File: config.mk
export PLATFORM = sky130hd
export DESIGN_NAME = klv_local_set_decoder
export DESIGN_NICKNAME = d
export VERILOG_FILES = /design/src/klv_pkg.sv /design/src/klv_front.sv /design/src/klv_fifo.sv /design/src/klv_back.sv /design/src/klv_local_set_decoder.sv
export SDC_FILE = /design/constraint.sdc
export NUM_CORES = 2
export LEC_CHECK = 0
export ABC_AREA = 0
export ABC_CLOCK_PERIOD_IN_PS = 25000
export BUFFER_PORTS_ARGS = -buffer_cell sky130_fd_sc_hd__clkbuf_2
export CORE_MARGIN = 2
export CORE_UTILIZATION = 60
export CTS_BUF_LIST = sky130_fd_sc_hd__clkbuf_4 sky130_fd_sc_hd__clkbuf_8
export CTS_CLUSTER_SIZE = 30
export DETAILED_ROUTE_END_ITERATION = 16
export PLACE_DENSITY = 0.85
export SLEW_MARGIN = 20
export SYNTH_ARGS = -nofsm -noshare
export SYNTH_HDL_FRONTEND = slang
export SYNTH_SLANG_ARGS = --single-unit
export TNS_END_PERCENT = 20
File: constraint.sdc
create_clock -name clk_i -period 25 [get_ports clk_i]
set_input_delay 3.75 -clock clk_i [delete_from_list [all_inputs] [get_ports clk_i]]
set_output_delay 3.75 -clock clk_i [all_outputs]
set_load 0.01 [all_outputs]
File: src/klv_pkg.sv
// Shared types, constants and the tag table for the KLV local set decoder.
// Used by every module under src; no dependencies of its own.
package klv_pkg;

  localparam int unsigned QDepth = 4;
  localparam int unsigned QPtrW  = $clog2(QDepth);
  localparam int unsigned QCntW  = $clog2(QDepth + 1);
  localparam int unsigned ScaleW = 23;

  typedef enum logic [1:0] {
    KIND_SCALED = 2'd0,
    KIND_RAW    = 2'd1,
    KIND_TEXT   = 2'd2,
    KIND_TIME   = 2'd3
  } kind_e;

  // numeric mapping class: input code format and divisor form
  typedef enum logic [2:0] {
    CLS_NONE  = 3'd0,
    CLS_U16   = 3'd1,
    CLS_U32   = 3'd2,
    CLS_S16   = 3'd3,
    CLS_S32   = 3'd4,
    CLS_MILLI = 3'd5
  } cls_e;

  typedef struct packed {
    logic              known;
    kind_e             kind;
    logic [3:0]        width;
    cls_e              cls;
    logic [ScaleW-1:0] scale;
    logic              offset;
  } tag_info_t;

  typedef struct packed {
    logic [7:0]  tag;
    kind_e       kind;
    logic [63:0] raw;
    logic        missing;
    logic        bad;
    logic        last_of;
    logic        do_scale;
    logic        neg;
    logic        offset;
    cls_e        cls;
  } meta_t;

  typedef struct packed {
    meta_t             meta;
    logic [ScaleW-1:0] scale;
    logic [31:0]       mag_in;
  } job_t;

  // -900.0 in Q31.32
  localparam logic [63:0] OffsetQ32 = 64'hFFFF_FC7C_0000_0000;

  // attitude tags: 3*m*2^29 / (5*0x7fff), odd divisor, done as reciprocal multiply
  localparam logic [63:0] MilliDen = 64'd163835;
  localparam logic [63:0] MilliK64 = (64'hC000_0000_0000_0000 + MilliDen - 64'd1) / MilliDen;
  localparam logic [63:0] MilliL64 = (64'd81917 * 64'h2_0000_0000 + MilliDen - 64'd1) / MilliDen;
  localparam logic [46:0] MilliK   = MilliK64[46:0];
  localparam logic [35:0] MilliL   = MilliL64[35:0];

  function automatic tag_info_t mk_info(input kind_e k, input int unsigned w, input cls_e c,
                                        input int unsigned s, input logic o);
    tag_info_t r;
    r.known  = 1'b1;
    r.kind   = k;
    r.width  = 4'(w);
    r.cls    = c;
    r.scale  = ScaleW'(s);
    r.offset = o;
    return r;
  endfunction

  function automatic tag_info_t tag_info(input logic [7:0] t);
    tag_info_t r;
    r = '0;
    case (t) inside
      8'd2:                      r = mk_info(KIND_TIME, 8, CLS_NONE, 0, 1'b0);
      8'd5:                      r = mk_info(KIND_SCALED, 2, CLS_U16, 360, 1'b0);
      8'd6:                      r = mk_info(KIND_SCALED, 2, CLS_S16, 20, 1'b0);
      8'd7:                      r = mk_info(KIND_SCALED, 2, CLS_S16, 50, 1'b0);
      [8'd10:8'd12]:             r = mk_info(KIND_TEXT, 0, CLS_NONE, 0, 1'b0);
      8'd13, 8'd23, 8'd40:       r = mk_info(KIND_SCALED, 4, CLS_S32, 90, 1'b0);
      8'd14, 8'd19, 8'd24, 8'd41: r = mk_info(KIND_SCALED, 4, CLS_S32, 180, 1'b0);
      8'd15, 8'd25, 8'd42:       r = mk_info(KIND_SCALED, 2, CLS_U16, 19900, 1'b1);
      8'd16, 8'd17:              r = mk_info(KIND_SCALED, 2, CLS_U16, 180, 1'b0);
      8'd18, 8'd20:              r = mk_info(KIND_SCALED, 4, CLS_U32, 360, 1'b0);
      8'd21, 8'd57:              r = mk_info(KIND_SCALED, 4, CLS_U32, 5000000, 1'b0);
      8'd22:                     r = mk_info(KIND_SCALED, 2, CLS_U16, 10000, 1'b0);
      [8'd26:8'd33]:             r = mk_info(KIND_SCALED, 2, CLS_MILLI, 0, 1'b0);
      8'd43, 8'd44, 8'd56, 8'd65: r = mk_info(KIND_RAW, 1, CLS_NONE, 0, 1'b0);
      default:                   r = '0;
    endcase
    return r;
  endfunction

endpackage

File: src/klv_front.sv
// Byte parser: tracks tag/length/value phase and builds one request per result.
// Depends on klv_pkg.
module klv_front (
  input  logic                clk_i,
  input  logic                rst_ni,
  input  logic                in_valid_i,
  output logic                in_ready_o,
  input  logic [7:0]          data_byte_i,
  input  logic                set_last_i,
  input  logic                space_i,
  output logic                push_o,
  output klv_pkg::job_t       job_o
);

  typedef enum logic [2:0] {
    PH_TAG = 3'b001,
    PH_LEN = 3'b010,
    PH_VAL = 3'b100
  } phase_e;

  phase_e      phase_q, phase_d;
  logic [7:0]  tag_q, tag_d;
  logic [7:0]  rem_q, rem_d;
  logic [63:0] acc_q, acc_d;
  logic [3:0]  taken_q, taken_d;

  klv_pkg::tag_info_t info;
  logic               accept;
  logic               done;

  function automatic klv_pkg::job_t number_job(input klv_pkg::tag_info_t inf,
                                               input logic [7:0] t, input logic [63:0] acc,
                                               input logic [3:0] taken);
    klv_pkg::job_t j;
    logic [15:0]   c16;
    logic [31:0]   c32;
    logic          bad;
    logic          miss;
    logic          neg;
    logic [31:0]   m;
    c16  = acc[15:0];
    c32  = acc[31:0];
    bad  = taken < inf.width;
    miss = 1'b0;
    neg  = 1'b0;
    m    = acc[31:0];
    case (inf.cls)
      klv_pkg::CLS_S16, klv_pkg::CLS_MILLI: begin
        miss = c16 == 16'h8000;
        neg  = c16[15];
        m    = {16'd0, neg ? 16'(-c16) : c16};
      end
      klv_pkg::CLS_S32: begin
        miss = c32 == 32'h8000_0000;
        neg  = c32[31];
        m    = neg ? 32'(-c32) : c32;
      end
      default: ;
    endcase
    miss = miss & ~bad;
    j.meta.tag      = t;
    j.meta.kind     = inf.kind;
    j.meta.raw      = acc;
    j.meta.missing  = miss;
    j.meta.bad      = bad;
    j.meta.last_of  = 1'b1;
    j.meta.do_scale = (inf.kind == klv_pkg::KIND_SCALED) & ~bad & ~miss;
    j.meta.neg      = neg;
    j.meta.offset   = inf.offset;
    j.meta.cls      = inf.cls;
    j.scale         = inf.scale;
    j.mag_in        = m;
    return j;
  endfunction

  assign in_ready_o = space_i;
  assign accept     = in_valid_i & space_i;
  assign info       = klv_pkg::tag_info(tag_q);

  always_comb begin
    phase_d = phase_q;
    tag_d   = tag_q;
    rem_d   = rem_q;
    acc_d   = acc_q;
    taken_d = taken_q;
    push_o  = 1'b0;
    job_o   = '0;
    done    = 1'b0;
    if (accept) begin
      case (phase_q)
        PH_LEN: begin
          rem_d   = data_byte_i;
          acc_d   = '0;
          taken_d = '0;
          if (data_byte_i == 8'd0 || set_last_i) begin
            phase_d = PH_TAG;
            if (info.known && info.kind != klv_pkg::KIND_TEXT) begin
              push_o = 1'b1;
              job_o  = number_job(info, tag_q, 64'd0, 4'd0);
            end
          end else begin
            phase_d = PH_VAL;
          end
        end
        PH_VAL: begin
          rem_d = rem_q - 8'd1;
          done  = (rem_d == 8'd0) | set_last_i;
          if (done) phase_d = PH_TAG;
          if (info.known) begin
            if (info.kind == klv_pkg::KIND_TEXT) begin
              push_o              = 1'b1;
              job_o.meta.tag      = tag_q;
              job_o.meta.kind     = klv_pkg::KIND_TEXT;
              job_o.meta.raw      = {56'd0, data_byte_i};
              job_o.meta.last_of  = done;
              job_o.meta.cls      = klv_pkg::CLS_NONE;
            end else begin
              if (taken_q < info.width) begin
                acc_d   = {acc_q[55:0], data_byte_i};
                taken_d = taken_q + 4'd1;
              end
              if (done) begin
                push_o = 1'b1;
                job_o  = number_job(info, tag_q, acc_d, taken_d);
              end
            end
          end
        end
        default: begin
          tag_d   = data_byte_i;
          phase_d = set_last_i ? PH_TAG : PH_LEN;
        end
      endcase
    end
  end

  always_ff @(posedge clk_i or negedge rst_ni) begin
    if (!rst_ni) begin
      phase_q <= PH_TAG;
      tag_q   <= '0;
      rem_q   <= '0;
      acc_q   <= '0;
      taken_q <= '0;
    end else begin
      phase_q <= phase_d;
      tag_q   <= tag_d;
      rem_q   <= rem_d;
      acc_q   <= acc_d;
      taken_q <= taken_d;
    end
  end

endmodule

File: src/klv_fifo.sv
// Small request queue between the parser and the scaling pipeline.
// Depends on klv_pkg.
module klv_fifo (
  input  logic          clk_i,
  input  logic          rst_ni,
  input  logic          push_i,
  input  klv_pkg::job_t wdata_i,
  output logic          space_o,
  input  logic          pop_i,
  output logic          valid_o,
  output klv_pkg::job_t rdata_o
);

  klv_pkg::job_t                mem_q [klv_pkg::QDepth];
  logic [klv_pkg::QPtrW-1:0]    wr_q, rd_q;
  logic [klv_pkg::QCntW-1:0]    cnt_q;
  logic                         do_push, do_pop;

  assign space_o = cnt_q != klv_pkg::QCntW'(klv_pkg::QDepth);
  assign valid_o = cnt_q != '0;
  assign rdata_o = mem_q[rd_q];
  assign do_push = push_i & space_o;
  assign do_pop  = pop_i & valid_o;

  always_ff @(posedge clk_i) begin
    if (do_push) mem_q[wr_q] <= wdata_i;
  end

  always_ff @(posedge clk_i or negedge rst_ni) begin
    if (!rst_ni) begin
      wr_q  <= '0;
      rd_q  <= '0;
      cnt_q <= '0;
    end else begin
      if (do_push) wr_q <= wr_q + 1'b1;
      if (do_pop) rd_q <= rd_q + 1'b1;
      if (do_push && !do_pop) cnt_q <= cnt_q + 1'b1;
      else if (do_pop && !do_push) cnt_q <= cnt_q - 1'b1;
    end
  end

  a_cnt_bound: assert property (@(posedge clk_i) disable iff (!rst_ni)
    cnt_q <= klv_pkg::QCntW'(klv_pkg::QDepth))
    else $error("queue count beyond depth");
  a_push_grows: assert property (@(posedge clk_i) disable iff (!rst_ni)
    do_push && !do_pop |=> cnt_q == $past(cnt_q) + 1'b1)
    else $error("queue count did not grow on push");
  a_no_drop: assert property (@(posedge clk_i) disable iff (!rst_ni)
    push_i |-> space_o)
    else $error("request pushed into a full queue");

endmodule

File: src/klv_back.sv
// Scaling pipeline: maps codes to Q31.32 in four stages and holds the result.
// Depends on klv_pkg.
module klv_back (
  input  logic                clk_i,
  input  logic                rst_ni,
  input  logic                q_valid_i,
  input  klv_pkg::job_t       q_job_i,
  output logic                q_pop_o,
  output logic                out_valid_o,
  input  logic                out_ready_i,
  output logic [7:0]          tag_o,
  output logic [1:0]          kind_o,
  output logic [63:0]         raw_value_o,
  output logic signed [63:0]  scaled_value_o,
  output logic                value_missing_o,
  output logic                malformed_o,
  output logic                element_end_o
);

  logic           adv;
  logic           s1_v_q, s2_v_q, s3_v_q, o_v_q;
  klv_pkg::meta_t s1_m_q, s2_m_q, s3_m_q, o_m_q;
  logic [61:0]    s1_p_q;
  logic [56:0]    s2_x_q;
  logic [63:0]    s2_base_q;
  logic [63:0]    s3_mag_q;
  logic [63:0]    o_scaled_q;

  logic [61:0]    prod;
  logic [56:0]    x_d;
  logic [63:0]    base_d;
  logic [56:0]    fa, fb;
  logic [57:0]    fsum;
  logic [57:0]    flim;
  logic           corr;
  logic [63:0]    mag_d;
  logic [63:0]    scaled_d;

  assign adv     = ~o_v_q | out_ready_i;
  assign q_pop_o = adv & q_valid_i;

  // stage 1: one product per class
  always_comb begin
    if (q_job_i.meta.cls == klv_pkg::CLS_MILLI) begin
      prod = 62'(q_job_i.mag_in[14:0]) * 62'(klv_pkg::MilliK) + 62'(klv_pkg::MilliL);
    end else begin
      prod = 62'(q_job_i.scale) * 62'(q_job_i.mag_in);
    end
  end

  // stage 2: P*2^32 = P*Cq*B + P*Cr with B = 2^k-1; x holds the remainder term plus half
  always_comb begin
    case (s1_m_q.cls)
      klv_pkg::CLS_U16: begin
        x_d    = 57'(s1_p_q) + 57'h7fff;
        base_d = (64'(s1_p_q) << 16) + 64'(s1_p_q);
      end
      klv_pkg::CLS_U32: begin
        x_d    = 57'(s1_p_q) + 57'h7fff_ffff;
        base_d = 64'(s1_p_q);
      end
      klv_pkg::CLS_S16: begin
        x_d    = (57'(s1_p_q) << 2) + 57'h3fff;
        base_d = (64'(s1_p_q) << 17) + (64'(s1_p_q) << 2);
      end
      klv_pkg::CLS_S32: begin
        x_d    = (57'(s1_p_q) << 1) + 57'h3fff_ffff;
        base_d = 64'(s1_p_q) << 1;
      end
      klv_pkg::CLS_MILLI: begin
        x_d    = '0;
        base_d = 64'(s1_p_q[61:33]);
      end
      default: begin
        x_d    = '0;
        base_d = '0;
      end
    endcase
  end

  // stage 3: one fold of x by 2^k-1, then a single compare
  always_comb begin
    fa   = '0;
    fb   = '0;
    flim = '1;
    case (s2_m_q.cls)
      klv_pkg::CLS_U16: begin
        fa = s2_x_q >> 16; fb = 57'(s2_x_q[15:0]); flim = 58'h0ffff;
      end
      klv_pkg::CLS_U32: begin
        fa = s2_x_q >> 32; fb = 57'(s2_x_q[31:0]); flim = 58'hffff_ffff;
      end
      klv_pkg::CLS_S16: begin
        fa = s2_x_q >> 15; fb = 57'(s2_x_q[14:0]); flim = 58'h7fff;
      end
      klv_pkg::CLS_S32: begin
        fa = s2_x_q >> 31; fb = 57'(s2_x_q[30:0]); flim = 58'h7fff_ffff;
      end
      default: ;
    endcase
    fsum  = 58'(fa) + 58'(fb);
    corr  = (s2_m_q.cls != klv_pkg::CLS_MILLI) && (s2_m_q.cls != klv_pkg::CLS_NONE) &&
            (fsum >= flim);
    mag_d = s2_base_q + 64'(fa) + 64'(corr);
  end

  // stage 4: sign and offset
  always_comb begin
    if (!s3_m_q.do_scale) scaled_d = '0;
    else if (s3_m_q.offset) scaled_d = klv_pkg::OffsetQ32 + s3_mag_q;
    else if (s3_m_q.neg) scaled_d = 64'd0 - s3_mag_q;
    else scaled_d = s3_mag_q;
  end

  always_ff @(posedge clk_i or negedge rst_ni) begin
    if (!rst_ni) begin
      s1_v_q <= 1'b0;
      s2_v_q <= 1'b0;
      s3_v_q <= 1'b0;
      o_v_q  <= 1'b0;
    end else if (adv) begin
      s1_v_q <= q_valid_i;
      s2_v_q <= s1_v_q;
      s3_v_q <= s2_v_q;
      o_v_q  <= s3_v_q;
    end
  end

  always_ff @(posedge clk_i) begin
    if (adv) begin
      s1_m_q     <= q_job_i.meta;
      s1_p_q     <= prod;
      s2_m_q     <= s1_m_q;
      s2_x_q     <= x_d;
      s2_base_q  <= base_d;
      s3_m_q     <= s2_m_q;
      s3_mag_q   <= mag_d;
      o_m_q      <= s3_m_q;
      o_scaled_q <= scaled_d;
    end
  end

  assign out_valid_o     = o_v_q;
  assign tag_o           = o_m_q.tag;
  assign kind_o          = o_m_q.kind;
  assign raw_value_o     = o_m_q.raw;
  assign scaled_value_o  = o_scaled_q;
  assign value_missing_o = o_m_q.missing;
  assign malformed_o     = o_m_q.bad;
  assign element_end_o   = o_m_q.last_of;

  a_unscaled_zero: assert property (@(posedge clk_i) disable iff (!rst_ni)
    o_v_q && (o_m_q.kind != klv_pkg::KIND_SCALED) |-> o_scaled_q == '0)
    else $error("nonzero scaled value on unscaled kind");
  a_missing_clean: assert property (@(posedge clk_i) disable iff (!rst_ni)
    o_v_q && o_m_q.missing |-> !o_m_q.bad && o_scaled_q == '0)
    else $error("missing code with scaled value or malformed flag");
  a_hold_stalled: assert property (@(posedge clk_i) disable iff (!rst_ni)
    o_v_q && !out_ready_i |=> o_v_q && $stable(o_m_q) && $stable(o_scaled_q))
    else $error("result changed while stalled");

endmodule

File: src/klv_local_set_decoder.sv
// KLV local set decoder top level: parser, request queue, scaling pipeline.
// Takes one byte per cycle while the queue has space; the byte that closes a result pushes it into the queue.
// Sustained rate is one byte per cycle and at most one result per byte while output is ready;
// the 4-entry queue feeds the 4-stage scaler; output stalls back up into the queue.
// Asynchronous active-low reset returns the parser to expecting a tag byte, empties the queue.
module klv_local_set_decoder (
  input  logic               clk_i,
  input  logic               rst_ni,
  input  logic               in_valid_i,
  output logic               in_ready_o,
  input  logic [7:0]         data_byte_i,
  input  logic               set_last_i,
  output logic               out_valid_o,
  input  logic               out_ready_i,
  output logic [7:0]         tag_o,
  output logic [1:0]         kind_o,
  output logic [63:0]        raw_value_o,
  output logic signed [63:0] scaled_value_o,
  output logic               value_missing_o,
  output logic               malformed_o,
  output logic               element_end_o
);

  logic          push, space, q_valid, pop;
  klv_pkg::job_t push_job, head_job;

  klv_front u_front (
    .clk_i       (clk_i),
    .rst_ni      (rst_ni),
    .in_valid_i  (in_valid_i),
    .in_ready_o  (in_ready_o),
    .data_byte_i (data_byte_i),
    .set_last_i  (set_last_i),
    .space_i     (space),
    .push_o      (push),
    .job_o       (push_job)
  );

  klv_fifo u_fifo (
    .clk_i   (clk_i),
    .rst_ni  (rst_ni),
    .push_i  (push),
    .wdata_i (push_job),
    .space_o (space),
    .pop_i   (pop),
    .valid_o (q_valid),
    .rdata_o (head_job)
  );

  klv_back u_back (
    .clk_i           (clk_i),
    .rst_ni          (rst_ni),
    .q_valid_i       (q_valid),
    .q_job_i         (head_job),
    .q_pop_o         (pop),
    .out_valid_o     (out_valid_o),
    .out_ready_i     (out_ready_i),
    .tag_o           (tag_o),
    .kind_o          (kind_o),
    .raw_value_o     (raw_value_o),
    .scaled_value_o  (scaled_value_o),
    .value_missing_o (value_missing_o),
    .malformed_o     (malformed_o),
    .element_end_o   (element_end_o)
  );

endmodule
# After elaboration in Yosys (flattened, before gate mapping)
# Memory sizes are Yosys's and may differ from the RTL's.
# Cells that the tools add are included.
# classes
add_sub_neg	20
mul	2
n_lt_le_gt_ge	8
eq_ne	49
n_mux	80
bitwise_logic	18
n_reduce_logical	30
# op_table
operator	n
$mux 138	5
$mux 64	9
$mux 34	14
$pmux 64 s5	1
$pmux 138 s2	1
$pmux 58 s4	1
$pmux 57 s4	1
$pmux 42 s4	1
$pmux 32 s4	1
$pmux 64 s2	1
$mux 55	2
$eq 8x5->1 const B	10
$mux 74	1
$add 64x1->64	1
$add 64x42->64	1
$add 64x62->64	1
$add 64x64->64	1
$add 64x64->64 const A	1
$pmux 32 s2	1
$sub 1x64->64 const A	1
$add 62x32->62 const B	1
$mul 15x47->62 const B	1
$ge 58x58->1	1
$add 57x14->57 const B	1
57 further kinds	148
# totals
reg_bits	732
ramBits	552
inputBits	13
output_inout_bits	143
wordCells	261
n_memories	1
# mem_list
memory	depth	word_bits	rd	rd_clocked_by_memory_dff	write_ports	line_no	text
u_fifo.mem_q	4	138	1	0	1	klv_fifo.sv:14	klv_pkg::job_t mem_q [klv_pkg::QDepth];

# Logic depth before layout (Yosys ltp)
# logic_depth
ltp_word	37
depth_mapped	46
depth_no_buf	42

# Hierarchy
# Synthesis repeated with hierarchy kept, for this count alone.
# hier_totals
cells_unflattened	9025
hier_area_um2	99771.9
# by_module_without_submodules
mod	instances	cells_per_inst	area_each_um2	seq_area_each_um2
klv_back	1	7366	72326.9	19138.4
klv_fifo	1	756	20315.7	16751.1
klv_front	1	903	7129.3	2178.3

# Worst setup path before layout
# OpenSTA, ideal clock, no wires.
# synth_timing
path_type	input to register
from	in out_ready_i
to	reg u_fifo.cnt_q[1] in the netlist's numbering
setup_time_ns	0.125
t_arrival_ns	21.400
t_required_ns	24.875
path_slack_ns	3.475
stages	7
n_path_buf	0
cell_sequence	nand2b_1 > o31a_1 > inv_1 > ha_1 > inv_1 > fa_1 > mux2_2
# synth_via
elab_chain_len	6
word_cells_on_any_way	8
cone_classes	mux: 1; bitwise: 3; reduce/logical: 4
# synth_lines
item	line_no	text
from (decl)	klv_local_set_decoder.sv:14	input logic out_ready_i,
$or 1x1->1 *	klv_back.sv:39	assign adv = ~o_v_q | out_ready_i;
$and 1x1->1 *	klv_back.sv:40	assign q_pop_o = adv & q_valid_i;
$and 1x1->1 *	klv_fifo.sv:23	assign do_pop = pop_i & valid_o;
$logic_not 1->1	klv_fifo.sv:37	if (do_push && !do_pop) cnt_q <= cnt_q + 1'b1;
$logic_and 1x1->1	klv_fifo.sv:37	
$mux 3 or $reduce_bool 2->1 (tied branches)	-	
to (signal assigned)	klv_fifo.sv:37	
to (signal assigned)	klv_fifo.sv:38	else if (do_pop && !do_push) cnt_q <= cnt_q - 1'b1;
to (decl)	klv_fifo.sv:16	logic [klv_pkg::QCntW-1:0] cnt_q;
# Mark *: on every way between the ends. The rest lies on a longest branch, timed or not.
# A chain may end at the register's enable or synchronous reset.

# Worst setup path after layout
# layout_timing
from	reg u_fifo.rd_q[0] in the netlist's numbering
to	reg u_back.s1_p_q[54] (data pin)
# layout_via
elab_chain_len	4
word_cells_on_any_way	6
cone_classes	add/sub: 1; mul: 2; eq/ne: 1; mux: 1; memory: 1
# layout_lines
item	line_no	text
from (decl)	klv_fifo.sv:15	logic [klv_pkg::QPtrW-1:0] wr_q, rd_q;
from (signal assigned)	klv_fifo.sv:36	if (do_pop) rd_q <= rd_q + 1'b1;
$mem_v2 4x138 *	-	
$mul 15x47->62	klv_back.sv:45	prod = 62'(q_job_i.mag_in[14:0]) * 62'(klv_pkg::MilliK) + 62'(klv_pkg::MilliL);
$add 62x32->62	klv_back.sv:45	
$mux 55 *	klv_back.sv:44	if (q_job_i.meta.cls == klv_pkg::CLS_MILLI) begin
named net u_back.prod[54]	klv_back.sv:29	logic [61:0] prod;
to (signal assigned)	klv_back.sv:132	s1_p_q <= prod;
to (decl)	klv_back.sv:23	logic [61:0] s1_p_q;
# The timed path passes the listed nets; every way through them passes the cells marked *.

==> results.py <==
metrics = {
    "status": {
        "status": "complete, no violations",
    },
    "setup_path": {
        "r2r-start": "u_fifo.rd_q[0]$_DFFE_PN0P_",
        "cp_num_buf_inv": 5,
        "cp_slowest_cell": "dfrtp_4",
        "crit_top_cell": "fa_1",
        "critPathKind": "reg -> reg",
        "crit_fanout": 120,
        "cp-start-kind": "register",
        "critical_path.startpoint": "u_fifo.rd_q[0]$_DFFE_PN0P_",
        "cp.required_ns": 25.63,
        "cp.arrival_ns": 11.51,
        "slowest_delay_ns": 0.87,
        "critical_path.endpoint_type": "register",
        "crit_family": "adder cells",
    },
    "yosys": {
        "synth-edff-count": 1146,
        "yosysSeqAreaShare_pct": 39.70,
        "syn_area_sq_um": 92850,
        "ys_types": 103,
        "synth_commonest_cells": "edfxtp_1 (1146), inv_1 (917), ha_1 (751), nand2_1 (730), fa_1 (654)",
        "synth_area_per_cell_sq_um": 11.03,
        "synth.most_common_cell": "edfxtp_1",
        "synth_top_cell_by_area": "edfxtp_1",
        "synth.area.top_cells": "edfxtp_1 (37%), fa_1 (14%), ha_1 (10%)",
        "ys_ff_latch": 1244,
        "syn_inst": 8415,
        "synth_top_area_share_pct": 37.06,
        "yosysWarnings": 0,
        "synthFlopType": "edfxtp_1",
        "async_flop_share_pct": 7.878,
    },
    "sta": {
        "min_period_ns": 10.87,
        "finalSetupViolations": 0,
        "fmax_ghz": 0.09198,
        "rsz0062_at_grt": "no",
        "fin_crit_sh_pct": 43.49,
        "tightest_slew_ns": 1.254,
        "slew_viol_final": 0,
        "max_slew_margin_pct": 15.50,
        "holdWs_ns": 0.4066,
        "finalClockSkew_ns": 0.08184,
        "finalHoldViolations": 0,
        "tns_ns": 0,
    },
    "clock_network": {
        "clock_path_buffers": 3,
        "insertion_delay_ns": 0.98,
        "cts_buffers": 185,
        "post-cts-setup-buffers": 0,
        "clock_sinks": 1244,
        "cts_resized": 0,
        "holdBufCountCts": 0,
        "clock_tree.root_cell": "clkbuf_8",
        "cts_tree": "done",
        "path_clk_slew_ns": 0.07,
        "htree_levels": 4,
    },
    "global_routing": {
        "antenna_found_initial": 4,
        "grt_usage_pct": 33.79,
        "grt_pass1_wl_um": 406800,
        "grt_pass1_vias": 68548,
        "grt-ovfl-total": 0,
        "grt_start_max_net_pins": 121,
    },
    "die": {
        "die-area_sq_um": 157900,
        "io_pins": 156,
        "num_rows": 144,
        "initial_core_util_pct": 60.35,
        "fp.dieW_um": 397.4,
        "core_sq_um": 153900,
        "die_y_um": 397.4,
    },
    "place": {
        "io_buffers": 155,
        "dp_hpwl_um": 195100,
        "routabilityCongestion": 1.062,
    },
    "routing": {
        "wl_met3_um": 25710,
        "drt-initial-drc-count": 8449,
        "drt-pass1-iter-count": 7,
        "routed_via_density": 6.429,
        "ant_nets": 0,
        "drc_errors": 0,
        "drt-total-wl_um": 267800,
        "vias": 68818,
        "met2_length_um": 124400,
        "wl_met1_um": 98850,
        "routed.top_layer": "met5",
        "drt-wirelength-per-cell_um": 25.02,
    },
    "cells_and_area": {
        "area_growth_pct": 7.475,
        "nets": 9919,
        "multi_input_area_sq_um": 51280,
        "drive_above_1_share_pct": 9.443,
        "regArea_sq_um": 36870,
        "n_fill_cell": 11324,
    },
    "hold_path": {
        "hold_path_class": "reg -> reg",
        "min_from": "u_back.s2_m_q[74]$_DFFE_PN_",
    },
    "run": {
        "max_cap_viol_count": 0,
    },
}
[per-stage QoR]
step	util (%)	cells	setup WS, ns	instance area (sq um)
2_1_floorplan	-	8418	3.475	92870
3_3_place_gp	62.21	10358	14.40	95720
3_5_place_dp	62.22	10358	14.25	95730
4_1_cts	64.84	10696	14.17	99760
5_1_grt	64.85	10700	13.29	99780
6_report	64.86	10705	14.13	99790
[state kept, by name, indices dropped and copies added (netlist names), 2 cells and up]
register / count
u_front.taken_q: 4
u_back.s3_m_q: 80
u_fifo.wr_q: 2
u_front.rem_q: 8
u_back.tag_o: 8
u_back.s3_mag_q: 64
u_back.raw_value_o: 64
u_fifo.mem_q: 512
u_back.s2_m_q: 83
u_back.s2_base_q: 64
u_front.phase_q: 3
u_back.s1_m_q: 83
u_back.s2_x_q: 57
u_fifo.rd_q: 2
u_back.scaled_value_o: 64
u_front.tag_q: 8
u_front.acc_q: 64
u_back.kind_o: 2
u_fifo.cnt_q: 3
u_back.s1_p_q: 62
[cell families after synthesis]
logic type	Yosys count	synth area share, %
mux	250	4.199
flops	1244	39.70
simple gates	2101	10.63
compound gates	1645	11.45
other cells	1	0.004039
buf+inv	1285	5.220
xor+xnor	483	4.556
fa+ha+maj	1406	24.23
[worst reg2reg max path, delay by kind of cell, from the launching register on]
| kind | cells | cell delay, ns |
|---|---|---|
| adders and majority gates | 8 | 3.83 |
| AOI/OAI and AO/OA | 10 | 2.75 |
| buffers and inverters | 5 | 1.85 |
| DFF | 1 | 0.87 |
| muxes | 2 | 0.81 |
| and+or+nand+nor | 1 | 0.27 |
| xor gates and xnor gates | 1 | 0.17 |
[final timing paths]
check | to | slack (ns) | cells after the start
setup / recovery | u_back.s1_p_q[54]$_DFFE_PN_ | 14.13 | 27
hold / removal | u_back.s3_m_q[74]$_DFFE_PN_ | 0.41 | 0
setup reg to reg | u_back.s1_p_q[54]$_DFFE_PN_ | 14.13 | 27
hold reg to reg | u_back.s3_m_q[74]$_DFFE_PN_ | 0.41 | 0
max in group asynchronous | u_fifo.rd_q[0]$_DFFE_PN0P_ | 20.85 | 2
min in group asynchronous | u_front.acc_q[25]$_DFFE_PN0P_ | 2.76 | 1
[routing by layer]
metal | global-route usage (%) | vias to the layer above
met4 | 20.26 | 2
met3 | 6.668 | 948
li1 | - | 29877
met1 | 43.07 | 33748
met2 | 53.75 | 4243
met5 | 0 | -
[area by class of cell]
cell class                 count  area share, %
multi-input combinational   5889          51.39
sequential                  1244          36.95
inverter                     923          3.472
clock buffer                 248          3.094
tap                         2044          2.563
timing repair buffer         258          1.567
clock inverter                90         0.9453
antenna                        9        0.02257
[cell usage in the layout, fill, tap and decap left out, drive strengths merged, types with 36 or more instances in the layout]
cell / synthesis / layout
edfxtp: 1146 / 1146
inv: 918 / 930
ha: 751 / 751
nand2: 730 / 730
fa: 654 / 654
nor2: 543 / 543
a21oi: 448 / 448
clkbuf: 304 / 402
o21ai: 377 / 377
xnor2: 287 / 287
a21o: 201 / 201
xor2: 196 / 196
nand3: 118 / 118
mux4: 107 / 107
buf: 58 / 104
and2: 103 / 103
nor3: 101 / 101
mux2i: 97 / 97
dfrtp: 97 / 97
a22oi: 91 / 91
nor2b: 83 / 83
nand4: 82 / 82
a22o: 75 / 75
nand2b: 70 / 70
clkinv: 5 / 68
and3: 66 / 66
o21a: 52 / 52
or3: 50 / 50
a211oi: 47 / 47
mux2: 46 / 46
nor4: 43 / 43
a31oi: 41 / 41
a221oi: 41 / 41
or2: 40 / 40
o21bai: 36 / 36
Power is left out: the tool's default activity adds up to more than one toggle a clock period on the data nets, which glitch-free logic cannot reach.
